### config.mk
export PLATFORM = sky130hd
export DESIGN_NAME = ecg_heart_rate_monitor_unit
export DESIGN_NICKNAME = d
export VERILOG_FILES = /design/src/design/hrm_pkg.sv /design/src/design/hrm_fifo.sv /design/src/design/hrm_div.sv /design/src/design/hrm_front.sv /design/src/design/hrm_back.sv /design/src/design/ecg_heart_rate_monitor_unit.sv
export SDC_FILE = /design/constraint.sdc
export NUM_CORES = 1
export LEC_CHECK = 0
export BUFFER_PORTS_ARGS = -buffer_cell sky130_fd_sc_hd__buf_2
export CORE_ASPECT_RATIO = 0.7
export CORE_UTILIZATION = 44
export DETAILED_ROUTE_END_ITERATION = 8
export GPL_TIMING_DRIVEN = 0
export PLACE_DENSITY = 0.67
export SYNTH_ARGS = -nofsm -noshare
export SYNTH_HDL_FRONTEND = slang
export SYNTH_SLANG_ARGS = --single-unit
### constraint.sdc
create_clock -name i_clk -period 10.35 [get_ports i_clk]
set_clock_uncertainty 0.05 [all_clocks]
set_input_delay 2.07 -clock i_clk [delete_from_list [all_inputs] [get_ports i_clk]]
set_output_delay 2.07 -clock i_clk [all_outputs]
set_load 0.05 [all_outputs]
### src/design/hrm_pkg.sv
`timescale 1ns / 1ps
// Shared types, codes and constants for the heart rate monitor.
// Used by every module of the block but hrm_fifo; depends on nothing.
package hrm_pkg;

    localparam int SAMPLE_BITS     = 10;
    localparam int RATE_BITS       = 10;
    localparam int PERIOD_BITS     = 16;
    localparam int COUNT_BITS      = 16;
    localparam int SUM_BITS        = 32;
    localparam int CFG_IDX_BITS    = 3;
    localparam int CFG_DATA_BITS   = 16;
    localparam int CMD_QUEUE_DEPTH = 2;
    localparam int RES_QUEUE_DEPTH = 2;

    localparam logic [SUM_BITS-1:0]    MS_PER_MINUTE = SUM_BITS'(60000);
    localparam logic [RATE_BITS-1:0]   RATE_MAX      = '1;
    localparam logic [PERIOD_BITS-1:0] PERIOD_MAX    = '1;
    localparam logic [COUNT_BITS-1:0]  COUNT_MAX     = '1;

    // input function codes
    localparam logic [1:0] FUNC_TICK   = 2'd0;
    localparam logic [1:0] FUNC_SAMPLE = 2'd1;
    localparam logic [1:0] FUNC_END    = 2'd2;

    // configuration register indexes
    localparam logic [CFG_IDX_BITS-1:0] CFG_BEAT_THRESHOLD   = 3'd0;
    localparam logic [CFG_IDX_BITS-1:0] CFG_MIN_PERIOD       = 3'd1;
    localparam logic [CFG_IDX_BITS-1:0] CFG_MIN_INCLUSIVE    = 3'd2;
    localparam logic [CFG_IDX_BITS-1:0] CFG_MAX_PERIOD       = 3'd3;
    localparam logic [CFG_IDX_BITS-1:0] CFG_LOW_BPM          = 3'd4;
    localparam logic [CFG_IDX_BITS-1:0] CFG_HIGH_BPM         = 3'd5;
    localparam logic [CFG_IDX_BITS-1:0] CFG_ABNORMAL_MIN_PER = 3'd6;

    typedef struct packed {
        logic [1:0]             func;
        logic [SAMPLE_BITS-1:0] sample;
        logic                   leads_on;
    } t_in_item;

    typedef struct packed {
        logic                   beat;
        logic                   lead_fault;
        logic [RATE_BITS-1:0]   bpm;
        logic                   alarm;
        logic [COUNT_BITS-1:0]  abnormal_count;
        logic [RATE_BITS-1:0]   average_bpm;
        logic                   average_valid;
    } t_out_item;

    typedef struct packed {
        logic [SAMPLE_BITS-1:0] beat_threshold;
        logic [PERIOD_BITS-1:0] min_period_ms;
        logic                   min_period_inclusive;
        logic [PERIOD_BITS-1:0] max_period_ms;
        logic [RATE_BITS-1:0]   low_bpm_limit;
        logic [RATE_BITS-1:0]   high_bpm_limit;
        logic [PERIOD_BITS-1:0] abnormal_min_period_ms;
    } t_cfg;

    typedef enum logic [2:0] {
        OP_TICK,
        OP_CROSS,
        OP_QUIET,
        OP_END,
        OP_NOP
    } t_op;

    typedef struct packed {
        t_op  op;
        logic leads_on;
    } t_cmd;

    typedef enum logic [1:0] {
        BS_IDLE,
        BS_DIV
    } t_bstate;

    function automatic logic [RATE_BITS-1:0] sat_rate(input logic [SUM_BITS-1:0] q);
        sat_rate = (|q[SUM_BITS-1:RATE_BITS]) ? RATE_MAX : q[RATE_BITS-1:0];
    endfunction

endpackage

### src/design/hrm_fifo.sv
`timescale 1ns / 1ps
// Small register queue used between front and back and on the result side.
// Generic in width and depth; no package dependency.
module hrm_fifo #(
    parameter int WIDTH = 8,
    parameter int DEPTH = 2
) (
    input  logic             i_clk,
    input  logic             i_rst_n,
    input  logic             i_push,
    input  logic [WIDTH-1:0] i_data,
    output logic             o_full,
    input  logic             i_pop,
    output logic [WIDTH-1:0] o_data,
    output logic             o_empty
);
    localparam int PTR_W = (DEPTH > 1) ? $clog2(DEPTH) : 1;
    localparam int CNT_W = $clog2(DEPTH + 1);

    logic [WIDTH-1:0] r_mem [DEPTH];
    logic [PTR_W-1:0] r_wr_ptr, r_rd_ptr;
    logic [CNT_W-1:0] r_count;
    logic             w_do_push, w_do_pop;

    assign o_full    = (r_count == CNT_W'(DEPTH));
    assign o_empty   = (r_count == '0);
    assign o_data    = r_mem[r_rd_ptr];
    assign w_do_push = i_push && !o_full;
    assign w_do_pop  = i_pop && !o_empty;

    always_ff @(posedge i_clk) begin
        if (!i_rst_n) begin
            r_wr_ptr <= '0;
            r_rd_ptr <= '0;
            r_count  <= '0;
        end else begin
            if (w_do_push) begin
                r_wr_ptr <= (r_wr_ptr == PTR_W'(DEPTH - 1)) ? '0 : r_wr_ptr + 1'b1;
            end
            if (w_do_pop) begin
                r_rd_ptr <= (r_rd_ptr == PTR_W'(DEPTH - 1)) ? '0 : r_rd_ptr + 1'b1;
            end
            if (w_do_push && !w_do_pop) begin
                r_count <= r_count + 1'b1;
            end else if (w_do_pop && !w_do_push) begin
                r_count <= r_count - 1'b1;
            end
        end
    end

    always_ff @(posedge i_clk) begin
        if (w_do_push) begin
            r_mem[r_wr_ptr] <= i_data;
        end
    end

endmodule

### src/design/hrm_div.sv
`timescale 1ns / 1ps
// Restoring divider, one quotient bit per cycle, shared by rate and average.
// Uses hrm_pkg widths. A zero divisor gives an all-ones quotient.
module hrm_div (
    input  logic                          i_clk,
    input  logic                          i_rst_n,
    input  logic                          i_start,
    input  logic [hrm_pkg::SUM_BITS-1:0]  i_dividend,
    input  logic [hrm_pkg::COUNT_BITS-1:0] i_divisor,
    output logic                          o_done,
    output logic [hrm_pkg::SUM_BITS-1:0]  o_quotient
);
    import hrm_pkg::*;

    localparam int STEP_W = $clog2(SUM_BITS);

    logic                  r_busy, r_done;
    logic [STEP_W-1:0]     r_step;
    logic [COUNT_BITS-1:0] r_divisor;
    logic [COUNT_BITS-1:0] r_rem;
    logic [SUM_BITS-1:0]   r_quo;
    logic [COUNT_BITS:0]   w_rem_sh;
    logic                  w_ge;
    logic [COUNT_BITS:0]   w_diff;

    assign w_rem_sh   = {r_rem, r_quo[SUM_BITS-1]};
    assign w_ge       = (w_rem_sh >= {1'b0, r_divisor});
    assign w_diff     = w_rem_sh - {1'b0, r_divisor};
    assign o_done     = r_done;
    assign o_quotient = r_quo;

    always_ff @(posedge i_clk) begin
        if (!i_rst_n) begin
            r_busy <= 1'b0;
            r_done <= 1'b0;
            r_step <= '0;
        end else begin
            r_done <= 1'b0;
            if (i_start) begin
                r_busy <= 1'b1;
                r_step <= '0;
            end else if (r_busy) begin
                r_step <= r_step + 1'b1;
                if (r_step == STEP_W'(SUM_BITS - 1)) begin
                    r_busy <= 1'b0;
                    r_done <= 1'b1;
                end
            end
        end
    end

    always_ff @(posedge i_clk) begin
        if (i_start) begin
            r_divisor <= i_divisor;
            r_rem     <= '0;
            r_quo     <= i_dividend;
        end else if (r_busy) begin
            r_rem <= w_ge ? w_diff[COUNT_BITS-1:0] : w_rem_sh[COUNT_BITS-1:0];
            r_quo <= {r_quo[SUM_BITS-2:0], w_ge};
        end
    end

endmodule

### src/design/hrm_front.sv
`timescale 1ns / 1ps
// Front part: accepts input items, classifies them against the threshold
// and queues the resulting commands. Depends on hrm_pkg and hrm_fifo.
module hrm_front #(
    parameter int DEPTH = hrm_pkg::CMD_QUEUE_DEPTH
) (
    input  logic                              i_clk,
    input  logic                              i_rst_n,
    input  logic                              i_push,
    input  hrm_pkg::t_in_item                 i_item,
    output logic                              o_full,
    input  logic [hrm_pkg::SAMPLE_BITS-1:0]   i_threshold,
    input  logic                              i_cmd_pop,
    output hrm_pkg::t_cmd                     o_cmd,
    output logic                              o_cmd_empty
);
    import hrm_pkg::*;

    t_cmd                w_cmd;
    logic [$bits(t_cmd)-1:0] w_cmd_bits;

    always_comb begin
        w_cmd.leads_on = i_item.leads_on;
        unique case (i_item.func)
            FUNC_TICK:   w_cmd.op = OP_TICK;
            FUNC_SAMPLE: w_cmd.op = (i_item.sample > i_threshold) ? OP_CROSS : OP_QUIET;
            FUNC_END:    w_cmd.op = OP_END;
            default:     w_cmd.op = OP_NOP;
        endcase
    end

    hrm_fifo #(
        .WIDTH ($bits(t_cmd)),
        .DEPTH (DEPTH)
    ) u_cmd_q (
        .i_clk   (i_clk),
        .i_rst_n (i_rst_n),
        .i_push  (i_push),
        .i_data  (w_cmd),
        .o_full  (o_full),
        .i_pop   (i_cmd_pop),
        .o_data  (w_cmd_bits),
        .o_empty (o_cmd_empty)
    );

    assign o_cmd = t_cmd'(w_cmd_bits);

endmodule

### src/design/hrm_back.sv
`timescale 1ns / 1ps
// Back part: holds the monitor state, runs each command and builds its result.
// Depends on hrm_pkg and hrm_div.
module hrm_back (
    input  logic               i_clk,
    input  logic               i_rst_n,
    input  hrm_pkg::t_cfg      i_cfg,
    input  hrm_pkg::t_cmd      i_cmd,
    input  logic               i_cmd_empty,
    output logic               o_cmd_pop,
    input  logic               i_res_full,
    output logic               o_res_push,
    output hrm_pkg::t_out_item o_res
);
    import hrm_pkg::*;

    t_bstate               r_state, n_state;
    logic                  r_armed, n_armed;
    logic                  r_have_first, n_have_first;
    logic [PERIOD_BITS-1:0] r_ms, n_ms;
    logic [RATE_BITS-1:0]  r_rate, n_rate;
    logic                  r_alarm, n_alarm;
    logic [COUNT_BITS-1:0] r_abn, n_abn;
    logic [COUNT_BITS-1:0] r_beats, n_beats;
    logic [SUM_BITS-1:0]   r_sum, n_sum;
    logic [PERIOD_BITS-1:0] r_period, n_period;
    logic                  r_is_end, n_is_end;

    logic                  w_div_start, w_div_done;
    logic [SUM_BITS-1:0]   w_dividend, w_quotient;
    logic [COUNT_BITS-1:0] w_divisor;
    logic                  w_lo_ok, w_in_window;
    logic                  v_judge, v_measured, v_beat_fin, v_end;
    logic [PERIOD_BITS-1:0] v_period;

    assign w_lo_ok     = i_cfg.min_period_inclusive ? (r_ms >= i_cfg.min_period_ms)
                                                    : (r_ms > i_cfg.min_period_ms);
    assign w_in_window = w_lo_ok && (r_ms < i_cfg.max_period_ms);

    hrm_div u_div (
        .i_clk      (i_clk),
        .i_rst_n    (i_rst_n),
        .i_start    (w_div_start),
        .i_dividend (w_dividend),
        .i_divisor  (w_divisor),
        .o_done     (w_div_done),
        .o_quotient (w_quotient)
    );

    always_ff @(posedge i_clk) begin
        if (!i_rst_n) begin
            r_state      <= BS_IDLE;
            r_armed      <= 1'b1;
            r_have_first <= 1'b0;
            r_ms         <= '0;
            r_rate       <= '0;
            r_alarm      <= 1'b0;
            r_abn        <= '0;
            r_beats      <= '0;
            r_sum        <= '0;
            r_is_end     <= 1'b0;
        end else begin
            r_state      <= n_state;
            r_armed      <= n_armed;
            r_have_first <= n_have_first;
            r_ms         <= n_ms;
            r_rate       <= n_rate;
            r_alarm      <= n_alarm;
            r_abn        <= n_abn;
            r_beats      <= n_beats;
            r_sum        <= n_sum;
            r_is_end     <= n_is_end;
        end
    end

    always_ff @(posedge i_clk) begin
        r_period <= n_period;
    end

    always_comb begin
        n_state      = r_state;
        n_armed      = r_armed;
        n_have_first = r_have_first;
        n_ms         = r_ms;
        n_rate       = r_rate;
        n_alarm      = r_alarm;
        n_abn        = r_abn;
        n_beats      = r_beats;
        n_sum        = r_sum;
        n_period     = r_period;
        n_is_end     = r_is_end;
        o_cmd_pop    = 1'b0;
        o_res_push   = 1'b0;
        o_res        = '0;
        w_div_start  = 1'b0;
        w_dividend   = MS_PER_MINUTE;
        w_divisor    = r_ms;
        v_judge      = 1'b0;
        v_measured   = 1'b0;
        v_beat_fin   = 1'b0;
        v_end        = 1'b0;
        v_period     = r_ms;

        unique case (r_state)
            BS_IDLE: begin
                if (!i_cmd_empty && !i_res_full) begin
                    o_cmd_pop = 1'b1;
                    case (i_cmd.op)
                        OP_TICK: begin
                            o_res_push = 1'b1;
                            if (r_ms != PERIOD_MAX) begin
                                n_ms = r_ms + 1'b1;
                            end
                        end
                        OP_QUIET: begin
                            o_res_push = 1'b1;
                            n_armed    = 1'b1;
                        end
                        OP_CROSS: begin
                            o_res_push = 1'b1;
                            if (r_armed) begin
                                n_armed = 1'b0;
                                if (!i_cmd.leads_on) begin
                                    o_res.lead_fault = 1'b1;
                                    v_judge          = 1'b1;
                                end else if (!r_have_first) begin
                                    o_res.beat   = 1'b1;
                                    n_have_first = 1'b1;
                                    n_ms         = '0;
                                    v_judge      = 1'b1;
                                end else if (w_in_window) begin
                                    // hold the result until the rate is divided out
                                    o_res_push  = 1'b0;
                                    w_div_start = 1'b1;
                                    n_period    = r_ms;
                                    n_is_end    = 1'b0;
                                    n_state     = BS_DIV;
                                end else begin
                                    o_res.beat = 1'b1;
                                    v_beat_fin = 1'b1;
                                end
                            end
                        end
                        OP_END: begin
                            if (r_beats != '0) begin
                                w_div_start = 1'b1;
                                w_dividend  = r_sum;
                                w_divisor   = r_beats;
                                n_is_end    = 1'b1;
                                n_state     = BS_DIV;
                            end else begin
                                o_res_push = 1'b1;
                                v_end      = 1'b1;
                            end
                        end
                        default: begin
                            o_res_push = 1'b1;
                        end
                    endcase
                end
            end
            BS_DIV: begin
                if (w_div_done) begin
                    o_res_push = 1'b1;
                    n_state    = BS_IDLE;
                    if (r_is_end) begin
                        v_end               = 1'b1;
                        o_res.average_bpm   = sat_rate(w_quotient);
                        o_res.average_valid = 1'b1;
                    end else begin
                        o_res.beat = 1'b1;
                        n_rate     = sat_rate(w_quotient);
                        v_beat_fin = 1'b1;
                        v_period   = r_period;
                    end
                end
            end
            default: begin
                n_state = BS_IDLE;
            end
        endcase

        if (v_beat_fin) begin
            if (r_beats != COUNT_MAX) begin
                n_beats = r_beats + 1'b1;
                n_sum   = r_sum + SUM_BITS'(n_rate);
            end
            n_ms       = '0;
            v_judge    = 1'b1;
            v_measured = 1'b1;
        end

        if (v_judge) begin
            if (n_rate < i_cfg.low_bpm_limit || n_rate > i_cfg.high_bpm_limit) begin
                if (v_measured && v_period > i_cfg.abnormal_min_period_ms) begin
                    n_alarm = 1'b1;
                    if (r_abn != COUNT_MAX) begin
                        n_abn = r_abn + 1'b1;
                    end
                end
            end else begin
                n_alarm = 1'b0;
            end
        end

        o_res.bpm            = n_rate;
        o_res.alarm          = n_alarm;
        o_res.abnormal_count = n_abn;

        // show the session before it is cleared
        if (v_end) begin
            o_res.bpm            = r_rate;
            o_res.alarm          = r_alarm;
            o_res.abnormal_count = r_abn;
            n_rate               = '0;
            n_alarm              = 1'b0;
            n_abn                = '0;
            n_beats              = '0;
            n_sum                = '0;
            n_ms                 = '0;
            n_have_first         = 1'b0;
        end
    end

endmodule

### src/design/ecg_heart_rate_monitor_unit.sv
`timescale 1ns / 1ps
// ECG heart rate monitor: ticks, samples and end-of-session commands enter a
// command queue, the back part runs them one at a time into a result queue.
// Ticks, samples and unknown commands are handled in the idle state, so a queue
// item follows every cycle while the result queue has room. A beat whose period
// is in the window, and an end of session with at least one counted beat, go
// through the shared 32-step restoring divider; no other item is started
// meanwhile. Configuration writes are always ready and take effect at once;
// write only while idle. Depends on hrm_pkg, hrm_front, hrm_back, hrm_fifo.
module ecg_heart_rate_monitor_unit #(
    parameter int CMD_DEPTH = hrm_pkg::CMD_QUEUE_DEPTH,
    parameter int RES_DEPTH = hrm_pkg::RES_QUEUE_DEPTH
) (
    input  logic                                i_clk,
    input  logic                                i_rst_n,
    input  logic                                push,
    output logic                                full,
    input  hrm_pkg::t_in_item                   i_item,
    output logic                                empty,
    input  logic                                pop,
    output hrm_pkg::t_out_item                  o_result,
    input  logic                                i_cfg_valid,
    output logic                                o_cfg_ready,
    input  logic [hrm_pkg::CFG_IDX_BITS-1:0]    i_cfg_index,
    input  logic [hrm_pkg::CFG_DATA_BITS-1:0]   i_cfg_data
);
    import hrm_pkg::*;

    t_cfg                        r_cfg;
    t_cmd                        w_cmd;
    logic                        w_cmd_empty, w_cmd_pop;
    logic                        w_res_full, w_res_push;
    t_out_item                   w_res;
    logic [$bits(t_out_item)-1:0] w_res_bits;

    assign o_cfg_ready = 1'b1;

    always_ff @(posedge i_clk) begin
        if (!i_rst_n) begin
            r_cfg.beat_threshold         <= SAMPLE_BITS'(500);
            r_cfg.min_period_ms          <= PERIOD_BITS'(600);
            r_cfg.min_period_inclusive   <= 1'b0;
            r_cfg.max_period_ms          <= PERIOD_BITS'(1000);
            r_cfg.low_bpm_limit          <= RATE_BITS'(60);
            r_cfg.high_bpm_limit         <= RATE_BITS'(120);
            r_cfg.abnormal_min_period_ms <= PERIOD_BITS'(600);
        end else if (i_cfg_valid && o_cfg_ready) begin
            unique case (i_cfg_index)
                CFG_BEAT_THRESHOLD:   r_cfg.beat_threshold <= i_cfg_data[SAMPLE_BITS-1:0];
                CFG_MIN_PERIOD:       r_cfg.min_period_ms <= i_cfg_data[PERIOD_BITS-1:0];
                CFG_MIN_INCLUSIVE:    r_cfg.min_period_inclusive <= i_cfg_data[0];
                CFG_MAX_PERIOD:       r_cfg.max_period_ms <= i_cfg_data[PERIOD_BITS-1:0];
                CFG_LOW_BPM:          r_cfg.low_bpm_limit <= i_cfg_data[RATE_BITS-1:0];
                CFG_HIGH_BPM:         r_cfg.high_bpm_limit <= i_cfg_data[RATE_BITS-1:0];
                CFG_ABNORMAL_MIN_PER: begin
                    r_cfg.abnormal_min_period_ms <= i_cfg_data[PERIOD_BITS-1:0];
                end
                default: ;
            endcase
        end
    end

    hrm_front #(
        .DEPTH (CMD_DEPTH)
    ) u_front (
        .i_clk       (i_clk),
        .i_rst_n     (i_rst_n),
        .i_push      (push),
        .i_item      (i_item),
        .o_full      (full),
        .i_threshold (r_cfg.beat_threshold),
        .i_cmd_pop   (w_cmd_pop),
        .o_cmd       (w_cmd),
        .o_cmd_empty (w_cmd_empty)
    );

    hrm_back u_back (
        .i_clk       (i_clk),
        .i_rst_n     (i_rst_n),
        .i_cfg       (r_cfg),
        .i_cmd       (w_cmd),
        .i_cmd_empty (w_cmd_empty),
        .o_cmd_pop   (w_cmd_pop),
        .i_res_full  (w_res_full),
        .o_res_push  (w_res_push),
        .o_res       (w_res)
    );

    hrm_fifo #(
        .WIDTH ($bits(t_out_item)),
        .DEPTH (RES_DEPTH)
    ) u_res_q (
        .i_clk   (i_clk),
        .i_rst_n (i_rst_n),
        .i_push  (w_res_push),
        .i_data  (w_res),
        .o_full  (w_res_full),
        .i_pop   (pop),
        .o_data  (w_res_bits),
        .o_empty (empty)
    );

    assign o_result = t_out_item'(w_res_bits);

endmodule

==> flow_metrics.py <==
metrics = {
    "flow_run": {
        "maxCapViolations": 0,
    },
    "synth": {
        "synth-seq-cells": 359,
        "yosysMostFrequentCell": "nand2_1",
        "synth_common_cells": "nand2_1 (369), dfxtp_1 (207), edfxtp_1 (152)",
        "ys_seq_area_share_pct": 48.38,
        "yosys_warnings": 0,
        "synthesis.area_mm2": 0.01800,
        "synth_cells": 1952,
        "yosys-top-cells-area": "edfxtp_1 (25%), dfxtp_1 (23%), nand2_1 (7.7%)",
        "synthesis.area_per_instance_um2": 9.222,
        "synth_top_area_share_pct": 25.36,
        "ys.flop_type": "dfxtp_1",
        "synth_edf_count": 152,
        "synthArstFlopShare_pct": 0,
        "yosysTopAreaCell": "edfxtp_1",
        "synth_fp_nets": 2101,
        "synth_cell_types": 76,
    },
    "die": {
        "die-height_um": 171.2,
        "fp.coreArea_mm2": 0.03999,
        "die_x_um": 243.8,
        "initial_core_util_pct": 45.01,
        "die_area_mm2": 0.04174,
        "fp-row-count": 61,
        "io_pins": 80,
    },
    "route": {
        "wl_per_cell_um": 18.53,
        "dr.first_iter.drc_count": 1214,
        "ant_nets": 0,
        "drt_pre_antenna_iters": 5,
        "routed_wl_um": 48800,
        "vias_per_cell": 5.592,
        "vias": 14730,
        "drcViolationCount": 0,
    },
    "cts": {
        "cts_buffers": 37,
        "cts_tree": "built",
        "clock-sinks": 359,
        "cts_htree_levels": 2,
        "clock_path_buffers": 3,
        "clk_latency_ns": 0.54,
        "cts.clk_slew.worst_paths_ns": 0.06,
        "cts_resized": 0,
        "cts_hold_buf": 0,
        "cts-root-buf": "clkbuf_16",
        "post-cts-setup-buffer-count": 0,
    },
    "critical_path": {
        "worstSetupStartpoint": "u_back.u_div.o_quotient[31]$_DFFE_PP_",
        "reg2reg_depth": 17,
        "critPathMaxFanout": 10,
        "cp-end-kind": "flop",
        "cp_data_required_time_ns": 10.56,
        "worstSetupStartpointType": "flop",
        "critPathCapture": "u_res_q.r_mem[1][13]$_DFFE_PP_",
        "r2r_end": "u_res_q.r_mem[1][13]$_DFFE_PP_",
        "worstPathCellList": "nor4_1, nand2_1, or2_1, clkbuf_1, nor2_1, o21ai_0, ha_1, nand4_1, nor3_1, o21ai_0, o211a_1, nor3_1, or4b_4, buf_6, buf_2, nor3_1, or2_1",
        "r2r_start": "u_back.u_div.o_quotient[31]$_DFFE_PP_",
        "cp_slowest_stage_delay_ns": 0.96,
        "reg2reg_setup_slack_ns": 4.77,
        "crit_top_cell": "nor3_1",
        "slowest_stage": "nor3_1",
        "crit_type": "reg -> reg",
        "critPathArrivalTime_ns": 5.79,
    },
    "timing": {
        "min_period_over_period_pct": 53.88,
        "hold-worst-slack_ns": 0.4045,
        "setup_viol": 0,
        "rsz0062_at_grt": "no",
        "hold_viol": 0,
        "finalSetupTns_ns": 0,
        "max-slew-margin-rel_pct": 18.99,
        "fmaxAchievable_mhz": 179.3,
        "period_minus_slack_ns": 5.577,
        "layout_setup_ws_ns": 4.773,
        "tightest_slew_ns": 1.206,
        "finalMaxSlewViolations": 0,
    },
    "placement": {
        "port_buffers": 76,
        "dpl.hpwl_um": 36270,
        "dp_slack_ns": 4.957,
        "gp_congestion": 0.9036,
    },
    "global_route": {
        "grt_usage_pct": 23.25,
        "grt_max_degree": 33,
        "globalRouteOverflowTotal": 0,
        "grt_pass1_wl_um": 76070,
        "first_global_vias": 13950,
        "antenna_found_initial": 0,
    },
    "final_layout": {
        "nets": 2219,
        "area_growth_pct": 12.73,
        "antenna_cells": 0,
        "layout-drive-gt1-share_pct": 10.05,
        "fin_util_pct": 50.74,
    },
    "pwr": {
        "p_leak_nw": 8.137,
        "ir_worst_vdd_v": 0.0001157,
        "powerDensity_mw_per_mm2": 204.7,
    },
    "status": {
        "status": "completed",
    },
    "hold_path": {
        "worstHoldPathType": "reg -> reg",
    },
}
==> worst max-delay path, delay by kind of cell (launching register included) <==
kind,cells,cell delay (ns)
AO/OA/AOI/OAI,3,0.63
AND/OR/NAND/NOR,10,3.12
buffers and inverters,3,0.64
adder cells (fa/ha/maj),1,0.42
flip-flops,1,0.44
==> metal layers <==
| metal | GRT usage (%) | up-vias | routed length (um) | part of all wire [%] |
|---|---|---|---|---|
| li1 | - | 7070 | - | - |
| met1 | 33.35 | 7098 | 22960 | 47 |
| met2 | 35.47 | 478 | 20930 | 43 |
| met3 | 4.525 | 83 | 3712 | 7.6 |
| met4 | 6.766 | 0 | 1198 | 2.5 |
| met5 | 0 | - | 0 | 0 |
==> placed cells by master, fill, tap and decap left out, types with 15 or more instances in the layout <==
cell / instances
o21ai_0: 85
and2_1: 18
o211ai_1: 40
nand3_1: 46
nand4_1: 31
nand2_1: 369
ha_1: 110
inv_1: 122
mux2i_1: 22
a21oi_1: 132
or3_1: 31
mux2_2: 45
clkbuf_1: 76
a211oi_1: 18
clkbuf_16: 39
and3_1: 18
nor2_1: 145
nor3_1: 27
buf_2: 80
xor2_1: 31
dfxtp_1: 207
edfxtp_1: 152
nand2b_1: 23
nor2b_1: 15
o21a_1: 17
xnor2_1: 29
==> metrics by stage <==
step | area (um2) | power [mW] | instances
floorplan | 18000 | 2.561 | 1952
finish | 20290 | 4.155 | 2634
global placement | 19050 | 2.824 | 2563
detailed placement | 19100 | 2.860 | 2566
CTS | 20290 | 4.176 | 2634
global route | 20290 | 4.327 | 2634
==> power by group <==
group / total [mW] / switching [mW] / internal [mW]
sequential: 1.72 / 0.0691 / 1.65
combinational: 1.11 / 0.774 / 0.335
clock: 1.33 / 0.571 / 0.756
==> worst min-delay path by stage <==
stage / startpoint / endpoint / slack, ns / cells after the start
CTS: r_cfg[58]$_SDFFE_PN0P_ / r_cfg[58]$_SDFFE_PN0P_ / 0.41 / 2
floorplan: r_cfg[26]$_SDFFE_PN0P_ / r_cfg[26]$_SDFFE_PN0P_ / 0.38 / 2
global route: r_cfg[49]$_SDFFE_PN0P_ / r_cfg[49]$_SDFFE_PN0P_ / 0.43 / 2
detailed placement: r_cfg[58]$_SDFFE_PN0P_ / r_cfg[58]$_SDFFE_PN0P_ / 0.40 / 2
finish: r_cfg[5]$_SDFFE_PN0P_ / r_cfg[5]$_SDFFE_PN0P_ / 0.40 / 2
global placement: r_cfg[51]$_SDFFE_PN0P_ / r_cfg[51]$_SDFFE_PN0P_ / 0.39 / 2
==> state kept, by name, indices dropped and copies added, names as in the netlist, 2 cells and up, named ones only <==
name / cells
u_back.u_div.r_step: 5
u_back.u_div.r_rem: 16
u_back.r_ms: 16
u_back.u_div.o_quotient: 32
u_back.u_div.r_divisor: 16
u_back.r_period: 16
u_res_q.r_count: 2
u_front.u_cmd_q.r_count: 2
r_cfg: 79
u_back.r_abn: 16
u_back.r_sum: 32
u_front.u_cmd_q.r_mem: 8
u_back.r_beats: 16
u_back.r_rate: 10
u_res_q.r_mem: 80
==> area by class of cell <==
type / instances / area (um2)
well taps: 535 / 669.4
clock buffers: 54 / 1082
fillers: 3703 / 19700
flip-flops and latches: 359 / 8708
clock inverters: 14 / 107.6
multi-input cells: 1383 / 8488
inverters: 125 / 469.2
plain buffers: 85 / 342.8
repair buffers: 79 / 425.4
==> logic make-up after synthesis <==
kind of cell	Yosys count	synth area share [%]
other cells	1	0.02083
flops	359	48.38
xor+xnor	60	2.919
compound gates	362	12.27
simple gates	780	19.94
fa+ha+maj	112	7.868
buf+inv	210	4.504
mux	68	4.101
Note: power is estimated with default switching activity, not from simulation.
